==> config.mk <==
export PLATFORM = sky130hd
export DESIGN_NAME = chs_regs
export DESIGN_NICKNAME = d
export VERILOG_FILES = /design/src/design/chs_pkg.sv /design/src/design/chs_regs.sv
export SDC_FILE = /design/constraint.sdc
export NUM_CORES = 1
export LEC_CHECK = 0
export ABC_CLOCK_PERIOD_IN_PS = 1800
export CORE_AREA = 3 3 40 42
export DETAILED_ROUTE_END_ITERATION = 8
export DIE_AREA = 0 0 43 45
export DONT_BUFFER_PORTS = 1
export PLACE_DENSITY = 0.58
export RECOVER_POWER = 100
export SLEW_MARGIN = 0
export SYNTH_ARGS = -nofsm -noshare
export SYNTH_HDL_FRONTEND = slang
export SYNTH_SLANG_ARGS = --single-unit
==> constraint.sdc <==
create_clock -name clk -period 1.8 [get_ports clk]
set_input_delay 0.09 -clock clk [delete_from_list [all_inputs] [get_ports clk]]
set_output_delay 0.09 -clock clk [all_outputs]
set_load 0.005 [all_outputs]
==> src/design/chs_pkg.sv <==
package chs_pkg;

    localparam int KEY_W       = 32;
    localparam int CNT_W       = 5;
    localparam int BIDX_W      = 4;
    localparam int APB_AW      = 2;
    localparam int APB_DW      = 32;
    localparam int MOD_BITS    = 8;
    localparam int MOD_STEPS   = KEY_W / MOD_BITS;
    localparam int IN_TDATA_W  = 40;
    localparam int OUT_TDATA_W = 40;

    localparam logic [APB_AW-1:0] ADDR_BUCKET_COUNT  = 2'd0;
    localparam logic [CNT_W-1:0]  BUCKET_COUNT_RESET = 5'd16;

    typedef enum logic [1:0] {
        ACT_ADD   = 2'd0,
        ACT_TEST  = 2'd1,
        ACT_ERASE = 2'd2,
        ACT_LIST  = 2'd3
    } action_t;

    typedef enum logic [3:0] {
        ST_CLEAR,
        ST_IDLE,
        ST_MOD,
        ST_FILL,
        ST_SCAN,
        ST_EXEC,
        ST_SHIFT,
        ST_LIST,
        ST_RESP
    } state_t;

    typedef struct packed {
        logic             start;
        logic [KEY_W-1:0] dividend;
        logic [CNT_W-1:0] divisor;
    } mod_req_t;

    typedef struct packed {
        logic             done;
        logic [CNT_W-1:0] rem;
    } mod_res_t;

    typedef struct packed {
        logic              found;
        logic              status;
        logic [BIDX_W-1:0] bucket_index;
        logic [KEY_W-1:0]  entry_key;
        logic              entry_valid;
        logic              last;
    } result_t;

endpackage

==> src/design/chs_regs.sv <==
module chs_regs (
    input  logic                        clk,
    input  logic                        rst_n,
    input  logic                        psel,
    input  logic                        penable,
    input  logic                        pwrite,
    input  logic [chs_pkg::APB_AW-1:0]  paddr,
    input  logic [chs_pkg::APB_DW-1:0]  pwdata,
    output logic [chs_pkg::APB_DW-1:0]  prdata,
    output logic                        pready,
    output logic [chs_pkg::CNT_W-1:0]   bucket_count
);
    import chs_pkg::*;

    logic [CNT_W-1:0] bucket_count_reg;

    assign pready = 1'b1;

    always_ff @(posedge clk or negedge rst_n)
    begin
        if (!rst_n)
        begin
            bucket_count_reg <= BUCKET_COUNT_RESET;
        end
        else if (psel && penable && pwrite && pready && paddr == ADDR_BUCKET_COUNT)
        begin
            bucket_count_reg <= pwdata[CNT_W-1:0];
        end
    end

    always_comb
    begin
        prdata = '0;
        if (paddr == ADDR_BUCKET_COUNT)
        begin
            prdata = APB_DW'(bucket_count_reg);
        end
    end

    assign bucket_count = bucket_count_reg;

endmodule

==> results.tsv <==
stage	metric	value	unit
synthesis	synthTopCellsByArea	buf_4 (45%), dfrtp_1 (21%), mux2_2 (12%)	
critical_path	crit_chain	and2_2	
clocking	clock_latency	0.24	ns
critical_path	reg2reg_depth	1	
critical_path	crit_type	flip-flop to output pin	
clocking	cts_setup_buffers	0	
critical_path	crit_start	bucket_count[4]	
clocking	cts_hold_buf	5	
final_layout	area_growth	-3.723	%
synthesis	yosysMostFrequentCell	buf_4	
floorplanning	design.core.area	1285	sq um
placement	dp_hpwl	576.6	um
grt	grt_use_total	7.448	%
pwr	internal_power	0.2593	mW
critical_path	crit_cells	1	
pwr	p_comb_share	18.4	%
final_layout	finalNetCount	94	
critical_path	crit_arrival	0.95	ns
pwr	p_per_area	787.4	nW/um^2
grt	grt_pass1_vias	236	
critical_path	r2r_start	bucket_count[0]	
pwr	ir_worst_vdd	0.0004711	V
timing	final-setup-viol-count	0	
timing	fin_crit	1.040	ns
synthesis	syn_area_per_cell	10.01	sq um
detailed_routing	vias	239	
floorplanning	io_pins	77	
synthesis	seq_area_frac_synth	26.86	%
clocking	cts_root_buffer	clkbuf_4	
final_layout	layout-drive-gt1-share	27.78	%
synthesis	synth_top_area_share	44.68	%
clocking	clock-sinks	5	
clocking	cts_made_buffers	3	
critical_path	start_kind	flip-flop	
pwr	p_leak	0.2329	nW
synthesis	synth_top_area_cell	buf_4	
grt	grt_max_degree	7	
floorplanning	start_util	36.61	%
critical_path	r2r_slack	1.01	ns
detailed_routing	wl_per_cell	10.07	um
timing	fin_crit_sh	57.79	%
floorplanning	fp-row-count	13	
floorplanning	die_h	45	um
synthesis	synth-edff-count	0	
job	maxCapViolations	0	
critical_path	path_max_fanout	3	
placement	place_congestion	0.6081	
critical_path	crit_family	flip-flops	
floorplanning	die_w	43	um
grt	antenna_found_initial	0	
detailed_routing	ant_nets	0	
detailed_routing	avgViaCountPerCell	3.464	
worst_hold_path	worstHoldEndpoint	bucket_count[0]	
grt	met1_usage	4.890	%
timing	fmax	961.4	MHz
final_layout	multi_input_area	231.5	sq um
critical_path	cpMaxStageDelayCell	dfstp_1	
pwr	total_power	0.3566	mW
clocking	ctsResizeCount	0	
critical_path	slowest_delay	0.55	ns
worst_hold_path	whs_path_depth	1	
synthesis	yosys-top-cells-count	buf_4 (28), and2_2 (5), mux2_2 (5)	
worst_hold_path	worstHoldStart	pwdata[0]	
synthesis	synth_cells	47	
worst_hold_path	hp-class	input pin to flip-flop	
timing	tns	0	ns
grt	grt_pass1_wl	959	um
clocking	htree_levels	1	
pwr	clockPowerShare	35.1	%
final_layout	num-fill-cells	130	
grt	gr-usage-met2	13.17	%
synthesis	ys_ff_latch	5	
synthesis	ys.flop_type	dfrtp_1	
pwr	swShare	27.30	%
final_layout	final_cells	69	
status	status	finished clean	
final_layout	largest_register_ff_count	5	
clocking	cts_tree	done	
clocking	clock_path_buffers	2	
synthesis	synthArstFlopShare	100.0	%
pwr	switchingPower	0.09735	mW
final_layout	regArea	126.4	sq um
detailed_routing	drc_errors	0	
grt	overflow	0	
detailed_routing	wl	695	um
clocking	clkSlewWorstSetupHoldPaths	0.04	ns
grt	busiest_layer	met2	
timing	rsz0062_at_grt	no	
timing	finalHoldViolations	0	
placement	io_buffers	0	
timing	slew_viol_final	0	
detailed_routing	drt_iter0_markers	0	
synthesis	ys.warnings.count	0	
critical_path	r2r-end	bucket_count[0]	
synthesis	ys_types	8	
detailed_routing	firstDrtPassIters	1	
floorplanning	dieArea	1935	sq um
final_layout	num_antenna_cells	0	
pwr	p_seq_share	46.5	%
critical_path	timing.critical_path.buf_inv	0	
timing	fin_worst_skew	0	ns
placement	placed_cells	60	
critical_path	worstPathRequired	1.71	ns
critical_path	end_kind	output pin	
synthesis	synth_area	470.5	sq um
grt	gr-usage-met3	3.984	%
area by class of cell:
class | count | area share [%]
well taps | 15 | 4.144
multi-input cells | 40 | 51.11
repair buffers | 5 | 11.05
clock buffers | 4 | 5.801
flip-flops and latches | 5 | 27.90
cells in the final DEF (no fill, tap or decap):
master          n
conb_1         28
clkbuf_4        3
nand4_4         1
clkbuf_1        1
and2_2          5
mux2_2          5
dfrtp_1         4
nor2_4          1
dfstp_1         1
dlygate4sd3_1   5
stage by stage:
stage / hold WS [ns] / cell area [sq um] / setup slack [ns] / util [%]
floorplan: -0.2056 / 568.0 / 1.035 / -
global placement: -0.2055 / 376.6 / 0.9827 / 29.31
global route: 0.01036 / 452.9 / 0.7037 / 35.25
finish: 0.01312 / 452.9 / 0.7598 / 35.25
detailed placement: -0.2055 / 376.6 / 0.9610 / 29.31
CTS: 0.005443 / 452.9 / 0.7719 / 35.25
layer usage:
layer / up-vias / wire length (um)
met3: 0 / 130
met1: 103 / 178
met2: 31 / 386
li1: 105 / -
met5: - / 0
met4: 0 / 0
cells by family (layout without fill, tap and decap cells):
family / Yosys count / in the layout / share of synthesized area, %
buf+inv: 28 / 9 / 44.68
simple gates: 7 / 7 / 14.89
mux: 5 / 5 / 11.97
flops: 5 / 5 / 26.86
other cells: 2 / 28 / 1.596
power groups by stage:
| stage | clock network, mW | registers [mW] | logic, mW |
|---|---|---|---|
| finish | 0.125 | 0.166 | 0.0655 |
| global placement | 0 | 0.168 | 0.0520 |
| CTS | 0.131 | 0.168 | 0.0642 |
| floorplan | 0 | 0.162 | 0.0932 |
| detailed placement | 0 | 0.169 | 0.0535 |
| global route | 0.139 | 0.171 | 0.0739 |
worst max path at each step:
stage,slack (ns),endpoint
finish,0.76,prdata[4]
global route,0.70,prdata[4]
CTS,0.77,prdata[4]
detailed placement,0.96,bucket_count[0]
global placement,0.98,bucket_count[2]
floorplan,1.03,bucket_count[0]
Power figures use the tool's default switching activity.
