File: src/design/chs_pkg.sv
package chs_pkg;

    localparam int KEY_W       = 32;
    localparam int CNT_W       = 5;
    localparam int BIDX_W      = 4;
    localparam int APB_AW      = 2;
    localparam int APB_DW      = 32;
    localparam int MOD_BITS    = 8;
    localparam int MOD_STEPS   = KEY_W / MOD_BITS;
    localparam int IN_TDATA_W  = 40;
    localparam int OUT_TDATA_W = 40;

    localparam logic [APB_AW-1:0] ADDR_BUCKET_COUNT  = 2'd0;
    localparam logic [CNT_W-1:0]  BUCKET_COUNT_RESET = 5'd16;

    typedef enum logic [1:0] {
        ACT_ADD   = 2'd0,
        ACT_TEST  = 2'd1,
        ACT_ERASE = 2'd2,
        ACT_LIST  = 2'd3
    } action_t;

    typedef enum logic [3:0] {
        ST_CLEAR,
        ST_IDLE,
        ST_MOD,
        ST_FILL,
        ST_SCAN,
        ST_EXEC,
        ST_SHIFT,
        ST_LIST,
        ST_RESP
    } state_t;

    typedef struct packed {
        logic             start;
        logic [KEY_W-1:0] dividend;
        logic [CNT_W-1:0] divisor;
    } mod_req_t;

    typedef struct packed {
        logic             done;
        logic [CNT_W-1:0] rem;
    } mod_res_t;

    typedef struct packed {
        logic              found;
        logic              status;
        logic [BIDX_W-1:0] bucket_index;
        logic [KEY_W-1:0]  entry_key;
        logic              entry_valid;
        logic              last;
    } result_t;

endpackage

File: src/design/chs_mod_unit.sv
module chs_mod_unit (
    input  logic             clk,
    input  logic             rst_n,
    input  chs_pkg::mod_req_t req,
    output chs_pkg::mod_res_t res
);
    import chs_pkg::*;

    localparam int STEP_W = (MOD_STEPS > 1) ? $clog2(MOD_STEPS) : 1;

    logic [KEY_W-1:0]  div_reg;
    logic [KEY_W-1:0]  div_next;
    logic [CNT_W-1:0]  rem_reg;
    logic [CNT_W-1:0]  rem_next;
    logic [CNT_W-1:0]  divisor_reg;
    logic [STEP_W-1:0] step_reg;
    logic              busy_reg;
    logic              done_reg;

    // Restoring remainder, several key bits per cycle, most significant first.
    always_comb
    begin
        logic [CNT_W:0] t;
        rem_next = rem_reg;
        div_next = div_reg;
        for (int i = 0; i < MOD_BITS; i++)
        begin
            t = {rem_next, div_next[KEY_W-1]};
            div_next = div_next << 1;
            if (t >= {1'b0, divisor_reg})
            begin
                t = t - {1'b0, divisor_reg};
            end
            rem_next = t[CNT_W-1:0];
        end
    end

    always_ff @(posedge clk or negedge rst_n)
    begin
        if (!rst_n)
        begin
            busy_reg <= 1'b0;
            done_reg <= 1'b0;
            step_reg <= '0;
        end
        else
        begin
            done_reg <= 1'b0;
            if (req.start)
            begin
                busy_reg <= 1'b1;
                step_reg <= '0;
            end
            else if (busy_reg)
            begin
                step_reg <= step_reg + STEP_W'(1);
                if (step_reg == STEP_W'(MOD_STEPS - 1))
                begin
                    busy_reg <= 1'b0;
                    done_reg <= 1'b1;
                end
            end
        end
    end

    always_ff @(posedge clk)
    begin
        if (req.start)
        begin
            div_reg     <= req.dividend;
            rem_reg     <= '0;
            divisor_reg <= req.divisor;
        end
        else if (busy_reg)
        begin
            div_reg <= div_next;
            rem_reg <= rem_next;
        end
    end

    assign res.done = done_reg;
    assign res.rem  = rem_reg;

endmodule

File: config.mk
export PLATFORM = sky130hd
export DESIGN_NAME = chs_mod_unit
export DESIGN_NICKNAME = d
export VERILOG_FILES = /design/src/design/chs_pkg.sv /design/src/design/chs_mod_unit.sv
export SDC_FILE = /design/constraint.sdc
export NUM_CORES = 1
export LEC_CHECK = 0
export BUFFER_PORTS_ARGS = -buffer_cell sky130_fd_sc_hd__buf_4
export CELL_PAD_IN_SITES_DETAIL_PLACEMENT = 1
export CELL_PAD_IN_SITES_GLOBAL_PLACEMENT = 1
export CORE_MARGIN = 3
export CORE_UTILIZATION = 45
export CTS_CLUSTER_SIZE = 28
export DETAILED_ROUTE_END_ITERATION = 12
export PLACE_DENSITY_LB_ADDON = 0.1
export SYNTH_ARGS = -nofsm -noshare
export SYNTH_HDL_FRONTEND = slang
export SYNTH_SLANG_ARGS = --single-unit
File: constraint.sdc
create_clock -name clk -period 24.9 [get_ports clk]
set_clock_uncertainty 0.2 [all_clocks]
set_input_delay 7.47 -clock clk [delete_from_list [all_inputs] [get_ports clk]]
set_output_delay 7.47 -clock clk [all_outputs]
set_load 0.05 [all_outputs]
==> results.sh, run 1 <==
export IMPL_hold_path_depth=2
export IMPL_mostFrequentLayoutCells="45 x buf_4, 41 x ha_1, 37 x edfxtp_1"
export IMPL_drt_vias_per_instance=5.77
export IMPL_synth_top_family_by_area="compound AO/OA/AOI/OAI gates"
export IMPL_areaGrowthSynthToFinish_pct=12.9
export IMPL_min_delay_start="step_reg[1]"
export IMPL_synth_simple_gate_area_share_pct=12.2
export IMPL_crit_required_ps=24900
export IMPL_busiest_layer="met2"
export IMPL_gp_congestion=0.819
export IMPL_netlist_instances=397
export IMPL_whs_endpoint="step_reg[1]"
export IMPL_post_cts_buffers=0
export IMPL_io_pin_count=46
export IMPL_critPathSlowestCell="edfxtp_1"
export IMPL_dr_first_iter_drc_count=141
export IMPL_synth_area_sq_mm=0.00408
export IMPL_tritoncts="yes"
export IMPL_finalNetCount=528
export IMPL_regToRegStartpoint="divisor_reg[1]"
export IMPL_antenna_left=0
export IMPL_insertion_delay_ps=300
export IMPL_cp_start_kind="register"
export IMPL_clock_path_buffers=2
export IMPL_cts_sinks=46
export IMPL_cts_repair_resized=0
export IMPL_worstRegToRegCells=66
export IMPL_ys_seq_area_share_pct=32.1
export IMPL_cts_hold_fix_buffers=0
export IMPL_grt_pass1_vias=3424
export IMPL_grt_use_met1_pct=27.5
export IMPL_fmax_mhz=61.3
export IMPL_synth_edf_count=37
export IMPL_routed_wl_microns=10400
export IMPL_async_flop_share_pct=8.70
export IMPL_regToRegEndpoint="rem_reg[4]"
export IMPL_numCtsBuffers=5
export IMPL_drv_slew=0
export IMPL_layout_drive_gt1_share_pct=21.8
export IMPL_avgSynthCellArea_sq_um=10.3
export IMPL_largest_reg_flops=32
export IMPL_synth_nets=486
export IMPL_tightestPinTransition_ps=724
export IMPL_antenna_found_initial=0
export IMPL_synth_compound_area_share_pct=17.2
export IMPL_synth_seq_cells=46
export IMPL_die_w_microns=101
export IMPL_path_class="reg2reg"
export IMPL_fillCellCount=1019
export IMPL_cts_max_level=2
export IMPL_use_met2_pct=37.8
export IMPL_relSlewSlack_pct=51.7
export IMPL_post_drt_wl_per_cell_microns=19.0
export IMPL_initial_core_util_pct=46.5
export IMPL_status="finished clean"
export IMPL_final_util_pct=52.6
export IMPL_synth_fa_ha_area_share_pct=16.5
export IMPL_grt_pass1_wl_microns=17400
export IMPL_synth_xor_area_share_pct=4.72
export IMPL_setup_viol=0
export IMPL_min_delay_path_class="reg2reg"
export IMPL_rsz0062_at_grt="no"
export IMPL_groute_usage_overall_pct=21.6
export IMPL_path_clk_slew_ps=90
export IMPL_die_y_microns=101
export IMPL_cp_end_kind="register"
export IMPL_core_area_sq_mm=0.00876
export IMPL_ys_types=66
export IMPL_finalCritPeriodShare_pct=65.5
export IMPL_cap_violations=0
export IMPL_critical_path_max_stage_delay_ps=770
export IMPL_grt_max_degree=49
export IMPL_final_common_cell="buf_4"
export IMPL_dp_slack_ps=8590
export IMPL_drc=0
export IMPL_cpMostUsedCell="inv_1"
export IMPL_min_period_ps=16320
export IMPL_num_rows=34
export IMPL_num_antenna_cells=0
export IMPL_grt_overflow=0
export IMPL_vias=3163
export IMPL_setup_ws_ps=8580
export IMPL_dp_hpwl_microns=7970
export IMPL_port_buffers=45
export IMPL_first_pass_iters=4
export IMPL_yosys_warnings=0
export IMPL_critical_path_arrival_ps=16320
export IMPL_hold_viol=0
export IMPL_clock_root_buffer="clkbuf_8"
export IMPL_fin_tns_setup_ps=0
export IMPL_reg2reg_setup_slack_ps=8580
export IMPL_die_area_sq_mm=0.0102
export IMPL_met3_usage_pct=3.51
export IMPL_synth_mux_area_share_pct=12.6
export IMPL_crit_fanout=11
export IMPL_ys_flop_type="edfxtp_1"
==> layout make-up <==
| class | count | area (sq um) | share of cell area (%) |
|---|---|---|---|
| Clock buffer | 6 | 72.6 | 1.58 |
| Inverter | 35 | 131 | 2.85 |
| Tap cell | 108 | 135 | 2.93 |
| Clock inverter | 2 | 37.5 | 0.815 |
| Sequential cell | 46 | 1310 | 28.5 |
| Multi-Input combinational cell | 306 | 2580 | 56.0 |
| Timing Repair Buffer | 45 | 338 | 7.33 |
==> synth_stat cells (all sizes together) (3+ instances only) <==
cell | n | area [sq um]
o31a | 3 | 26.3
a211oi | 4 | 35.0
edfxtp | 37 | 1110
a21o | 16 | 120
fa | 8 | 160
dfrtp | 4 | 100
o31ai | 6 | 45.0
dfxtp | 5 | 100
o21a | 3 | 30.0
inv | 35 | 131
mux2i | 16 | 173
ha | 41 | 513
nand2 | 8 | 30.0
xor2 | 12 | 105
nand3b | 3 | 22.5
buf | 3 | 30.0
o21ai | 16 | 83.8
xnor2 | 10 | 87.6
or2 | 6 | 37.5
nor3b | 4 | 30.0
and2 | 11 | 68.8
nor2 | 27 | 101
nor3 | 5 | 25.0
nand2b | 8 | 50.1
a41oi | 4 | 35.0
a21oi | 20 | 100
o22ai | 3 | 18.8
nor2b | 5 | 31.3
and3 | 5 | 31.3
mux2 | 30 | 342
clkbuf | 7 | 26.3
a211o | 3 | 26.3
==> cells by family (layout without fill, tap and decap cells) <==
kind of cell / Yosys count / after routing
DFF: 46 / 46
and+or+nand+nor: 91 / 91
AOI/OAI and AO/OA: 98 / 98
buffers and inverters: 45 / 88
adders and majority gates: 49 / 49
muxes: 46 / 46
xor gates and xnor gates: 22 / 22
==> critical path, delay by kind of cell, from the launching register on <==
| family | cells | cell delay, ps |
|---|---|---|
| muxes | 4 | 1380 |
| buffers and inverters | 8 | 1150 |
| and+or+nand+nor | 16 | 2630 |
| AOI/OAI and AO/OA | 30 | 7040 |
| DFF | 1 | 770 |
| adders and majority gates | 8 | 3050 |
==> through the flow <==
| stage | area, sq um | instances | hold slack (ps) |
|---|---|---|---|
| 6_report | 4610 | 548 | 349 |
| 5_1_grt | 4610 | 548 | 375 |
| 4_1_cts | 4610 | 548 | 359 |
| 3_5_place_dp | 4500 | 540 | 335 |
| 3_3_place_gp | 4500 | 540 | 308 |
| 2_1_floorplan | 4080 | 397 | 290 |
==> metal layers <==
| layer | wire, microns | share of wire, % |
|---|---|---|
| met1 | 4420 | 42 |
| met2 | 5390 | 52 |
| met3 | 367 | 3.5 |
| met4 | 225 | 2.2 |
| met5 | 0 | 0 |
==> how the worst max path moves through the flow <==
stage,from,end,slack (ps),cells after the start
finish,divisor_reg[1],rem_reg[4],8580,66
global route,divisor_reg[1],rem_reg[4],6960,66
CTS,divisor_reg[1],rem_reg[4],8480,66
global placement,divisor_reg[1],rem_reg[4],8950,66
detailed placement,divisor_reg[1],rem_reg[4],8590,66
floorplan,divisor_reg[1],rem_reg[1],11090,69
Power of run 1 is left out: the tool's default activity adds up to more than one toggle a clock period on the data nets, which glitch-free logic cannot reach.
==> run 2: changes to the inputs <==
Settings changed: CORE_UTILIZATION 45 to 42.
Clock period 24.9 ns to 14.4 ns, I/O delays scaled along.
==> results.sh, run 2 (synthesized netlist as in run 1, its figures left out) <==
export IMPL_critPathSlowestCell="or3_4"
export IMPL_core_area_sq_mm=0.00933
export IMPL_routed_wl_microns=11100
export IMPL_cp_start_kind="register"
export IMPL_num_rows=35
export IMPL_dp_hpwl_microns=8690
export IMPL_areaGrowthSynthToFinish_pct=23.0
export IMPL_insertion_delay_ps=310
export IMPL_dp_cells=592
export IMPL_layout_drive_gt1_share_pct=32.4
export IMPL_final_common_cell="buf_4"
export IMPL_crit_fanout=7
export IMPL_cp_end_kind="register"
export IMPL_final_cells=604
export IMPL_groute_usage_overall_pct=20.6
export IMPL_cts_max_level=2
export IMPL_clock_root_buffer="clkbuf_8"
export IMPL_antenna_left=0
export IMPL_fin_area_sq_mm=0.00502
export IMPL_gp_congestion=0.850
export IMPL_critical_path_max_stage_delay_ps=420
export IMPL_path_clk_slew_ps=90
export IMPL_largest_reg_flops=32
export IMPL_path_class="reg2reg"
export IMPL_io_pin_count=46
export IMPL_grt_overflow=0
export IMPL_min_delay_path_class="reg2reg"
export IMPL_fmax_mhz=73.3
export IMPL_post_drt_wl_per_cell_microns=18.3
export IMPL_status="finished clean"
export IMPL_hold_viol=0
export IMPL_vias=3318
export IMPL_antenna_found_initial=0
export IMPL_setup_viol=0
export IMPL_cap_violations=0
export IMPL_tightestPinTransition_ps=756
export IMPL_first_pass_iters=4
export IMPL_relSlewSlack_pct=49.6
export IMPL_numCtsBuffers=5
export IMPL_cpMostUsedCell="a21o_1"
export IMPL_cts_sinks=46
export IMPL_critical_path_arrival_ps=13600
export IMPL_clock_path_buffers=2
export IMPL_mostFrequentLayoutCells="80 x buf_4, 41 x ha_1, 37 x edfxtp_1"
export IMPL_drv_slew=0
export IMPL_drt_vias_per_instance=5.49
export IMPL_place_area_sq_mm=0.00475
export IMPL_hold_ws_ps=345
export IMPL_finalCritPeriodShare_pct=94.7
export IMPL_die_y_microns=105
export IMPL_dr_first_iter_drc_count=79
export IMPL_die_w_microns=105
export IMPL_min_period_ps=13640
export IMPL_finalNetCount=563
export IMPL_crit_required_ps=14360
export IMPL_port_buffers=45
export IMPL_die_area_sq_mm=0.0109
export IMPL_grt_max_degree=49
export IMPL_grt_pass1_vias=3739
export IMPL_drc=0
export IMPL_grt_pass1_wl_microns=18200
export IMPL_initial_core_util_pct=43.7
export IMPL_tritoncts="yes"
export IMPL_num_antenna_cells=0
-- run 2: cell types whose count changed in the layout (fill, tap and decap cells not counted), moves of 3 or more --
cell	delta
mux2i_4	+3
a21oi_1	-3
mux2i_2	+5
buf_4	+35
o21ai_0	-3
mux2i_1	-8
a21oi_2	+3
-- run 2: final timing paths --
| kind | slack [ps] | to | cells after the start | from |
|---|---|---|---|---|
| max | 760 | rem_reg[2] | 67 | divisor_reg[3] |
| min | 350 | step_reg[1] | 2 | step_reg[1] |
| max reg2reg | 760 | rem_reg[2] | 67 | divisor_reg[3] |
| min reg2reg | 350 | step_reg[1] | 2 | step_reg[1] |
| max in group asynchronous | 10300 | busy_reg | 1 | rst_n |
| min in group asynchronous | 3590 | step_reg[1] | 1 | rst_n |
-- run 2: what timing repair did --
item	4_1_cts	5_1_grt
hold buffers	0	0
setup endpoints to repair	5	5
setup buffers	0	4
resized for setup	2	31
pin swaps	0	6
-- run 2: worst max-delay path: cells and delay by family, from the launching register on --
| kind | cells | cell delay (ps) |
|---|---|---|
| AOI/OAI and AO/OA | 29 | 5190 |
| adders and majority gates | 8 | 2750 |
| buffers and inverters | 8 | 940 |
| DFF | 1 | 380 |
| muxes | 7 | 1690 |
| and+or+nand+nor | 15 | 2340 |
-- run 2: per-layer routing --
layer / track usage [%] / routed length [microns] / vias to the layer above
met5: 0 / 0 / -
met3: 2.47 / 280 / 23
met4: 7.41 / 325 / 0
met2: 38.8 / 5840 / 57
met1: 23.8 / 4630 / 1618
li1: - / - / 1620
-- run 2: area by class of cell --
| cell class | count | area (sq um) |
|---|---|---|
| Clock buffer | 6 | 72.6 |
| Clock inverter | 2 | 15.0 |
| Fill cell | 1052 | 4310 |
| Inverter | 35 | 131 |
| Multi-Input combinational cell | 306 | 2720 |
| Sequential cell | 46 | 1310 |
| Tap cell | 129 | 161 |
| Timing Repair Buffer | 80 | 601 |
-- run 2: stage by stage --
step           setup WS, ps  setup TNS (ps)  utilization (%)
3_5_place_dp          -42.1            -127             51.0
3_3_place_gp            351               0             51.0
5_1_grt               -2.11           -2.11             53.8
4_1_cts                15.6               0             52.0
6_report                760               0             53.8
2_1_floorplan           591               0                -
Power of run 2 is left out for the same reason.
==> run 3: changes to the inputs <==
Settings changed: CORE_MARGIN 3 to unset.
==> results.sh, run 3 (synthesized netlist as in run 1, its figures left out) <==
export IMPL_critical_path_max_stage_delay_ps=430
export IMPL_mostFrequentLayoutCells="82 x buf_4, 41 x ha_1, 37 x edfxtp_1"
export IMPL_cp_start_kind="register"
export IMPL_finalNetCount=565
export IMPL_die_area_sq_mm=0.0101
export IMPL_top_layer_used="met4"
export IMPL_routedLengthMet1_microns=4560
export IMPL_numCtsBuffers=5
export IMPL_die_y_microns=101
export IMPL_grt_overflow=0
export IMPL_crit_end="rem_reg[4]"
export IMPL_die_w_microns=101
export IMPL_regToRegStartpoint="div_reg[31]"
export IMPL_path_clk_slew_ps=90
export IMPL_finalCritPeriodShare_pct=95.1
export IMPL_cp_end_kind="register"
export IMPL_groute_usage_overall_pct=21.5
export IMPL_setup_viol=0
export IMPL_grt_pass1_vias=3555
export IMPL_status="finished clean"
export IMPL_num_antenna_cells=0
export IMPL_cts_max_level=2
export IMPL_dp_hpwl_microns=8440
export IMPL_hold_viol=0
export IMPL_path_class="reg2reg"
export IMPL_layout_drive_gt1_share_pct=30.8
export IMPL_grt_pass1_wl_microns=16700
export IMPL_fin_area_sq_mm=0.00501
export IMPL_regToRegEndpoint="rem_reg[4]"
export IMPL_worstRegToRegCells=66
export IMPL_tritoncts="yes"
export IMPL_routed_wl_microns=10700
export IMPL_areaGrowthSynthToFinish_pct=22.7
export IMPL_cpMostUsedCell="inv_1"
export IMPL_crit_required_ps=14400
export IMPL_wl_met3_microns=251
export IMPL_place_area_sq_mm=0.00476
export IMPL_fmax_mhz=73.1
export IMPL_drv_slew=0
export IMPL_io_pin_count=46
export IMPL_num_rows=35
export IMPL_crit_fanout=9
export IMPL_clock_root_buffer="clkbuf_8"
export IMPL_first_pass_iters=4
export IMPL_min_delay_path_class="reg2reg"
export IMPL_core_area_sq_mm=0.00933
export IMPL_final_common_cell="buf_4"
export IMPL_dr_first_iter_drc_count=61
export IMPL_vias=3265
export IMPL_grt_max_degree=49
export IMPL_drt_vias_per_instance=5.39
export IMPL_reg2reg_setup_slack_ps=710
export IMPL_relSlewSlack_pct=51.4
export IMPL_min_period_ps=13690
export IMPL_insertion_delay_ps=290
export IMPL_routed_wl_met2_microns=5720
export IMPL_cap_violations=0
export IMPL_gp_congestion=0.846
export IMPL_final_util_pct=53.7
export IMPL_clock_path_buffers=2
export IMPL_drc=0
export IMPL_critPathSlowestCell="or3_4"
export IMPL_critical_path_arrival_ps=13690
export IMPL_crit_start="div_reg[31]"
export IMPL_cts_sinks=46
export IMPL_tightestPinTransition_ps=729
export IMPL_post_drt_wl_per_cell_microns=17.7
export IMPL_fin_tns_setup_ps=0
export IMPL_antenna_left=0
export IMPL_initial_core_util_pct=43.7
export IMPL_antenna_found_initial=0
export IMPL_largest_reg_flops=32
export IMPL_port_buffers=45
## run 3: changes by cell type in the layout (fill, tap and decap cells not counted), sizes merged
cell / change
buf: +2
bufinv: +1
clkinvlp: -1
## run 3: critical path: cells and delay by family (launching register included)
kind	cells	cell delay, ps
compound gates	27	5130
fa+ha+maj	9	2900
buf+inv	9	890
flops	1	400
mux	7	1780
simple gates	14	2320
## run 3: through the flow
| stage | worst slack (ps) | std cells | hold slack (ps) |
|---|---|---|---|
| after global routing | -65.6 | 606 | 366 |
| after detailed placement | 188 | 593 | 332 |
| after global placement | 529 | 593 | 306 |
| after CTS | 51.7 | 601 | 353 |
| after floorplan | 591 | 397 | 290 |
| final | 713 | 606 | 340 |
## run 3: final cells by class
cell class	count	area, sq um
Fill cell	1046	4320
Multi-Input combinational cell	306	2680
Sequential cell	46	1310
Timing Repair Buffer	82	616
Tap cell	129	161
Inverter	35	131
Clock buffer	6	72.6
Clock inverter	2	37.5
## run 3: worst min-delay path by stage
stage                           start          end  cells past startpoint  slack [ps]
after floorplan           div_reg[24]   rem_reg[0]                      2         290
after global placement    step_reg[1]  step_reg[1]                      2         310
after detailed placement  step_reg[1]  step_reg[1]                      2         330
after CTS                 step_reg[1]  step_reg[1]                      2         350
after global routing       div_reg[0]   div_reg[8]                      1         370
final                     step_reg[1]  step_reg[1]                      2         340
## run 3: timing repair
action,CTS,global route
buffers inserted,0,5
endpoints found under the setup margin,0,5
gates resized for setup,0,20
hold buffers,0,0
## run 3: routing by layer
layer,up-vias,track usage [%]
li1,1618,-
met1,1581,25.0
met2,52,41.1
met3,14,2.43
met4,0,6.13
met5,-,0
Power of run 3 is left out for the same reason.
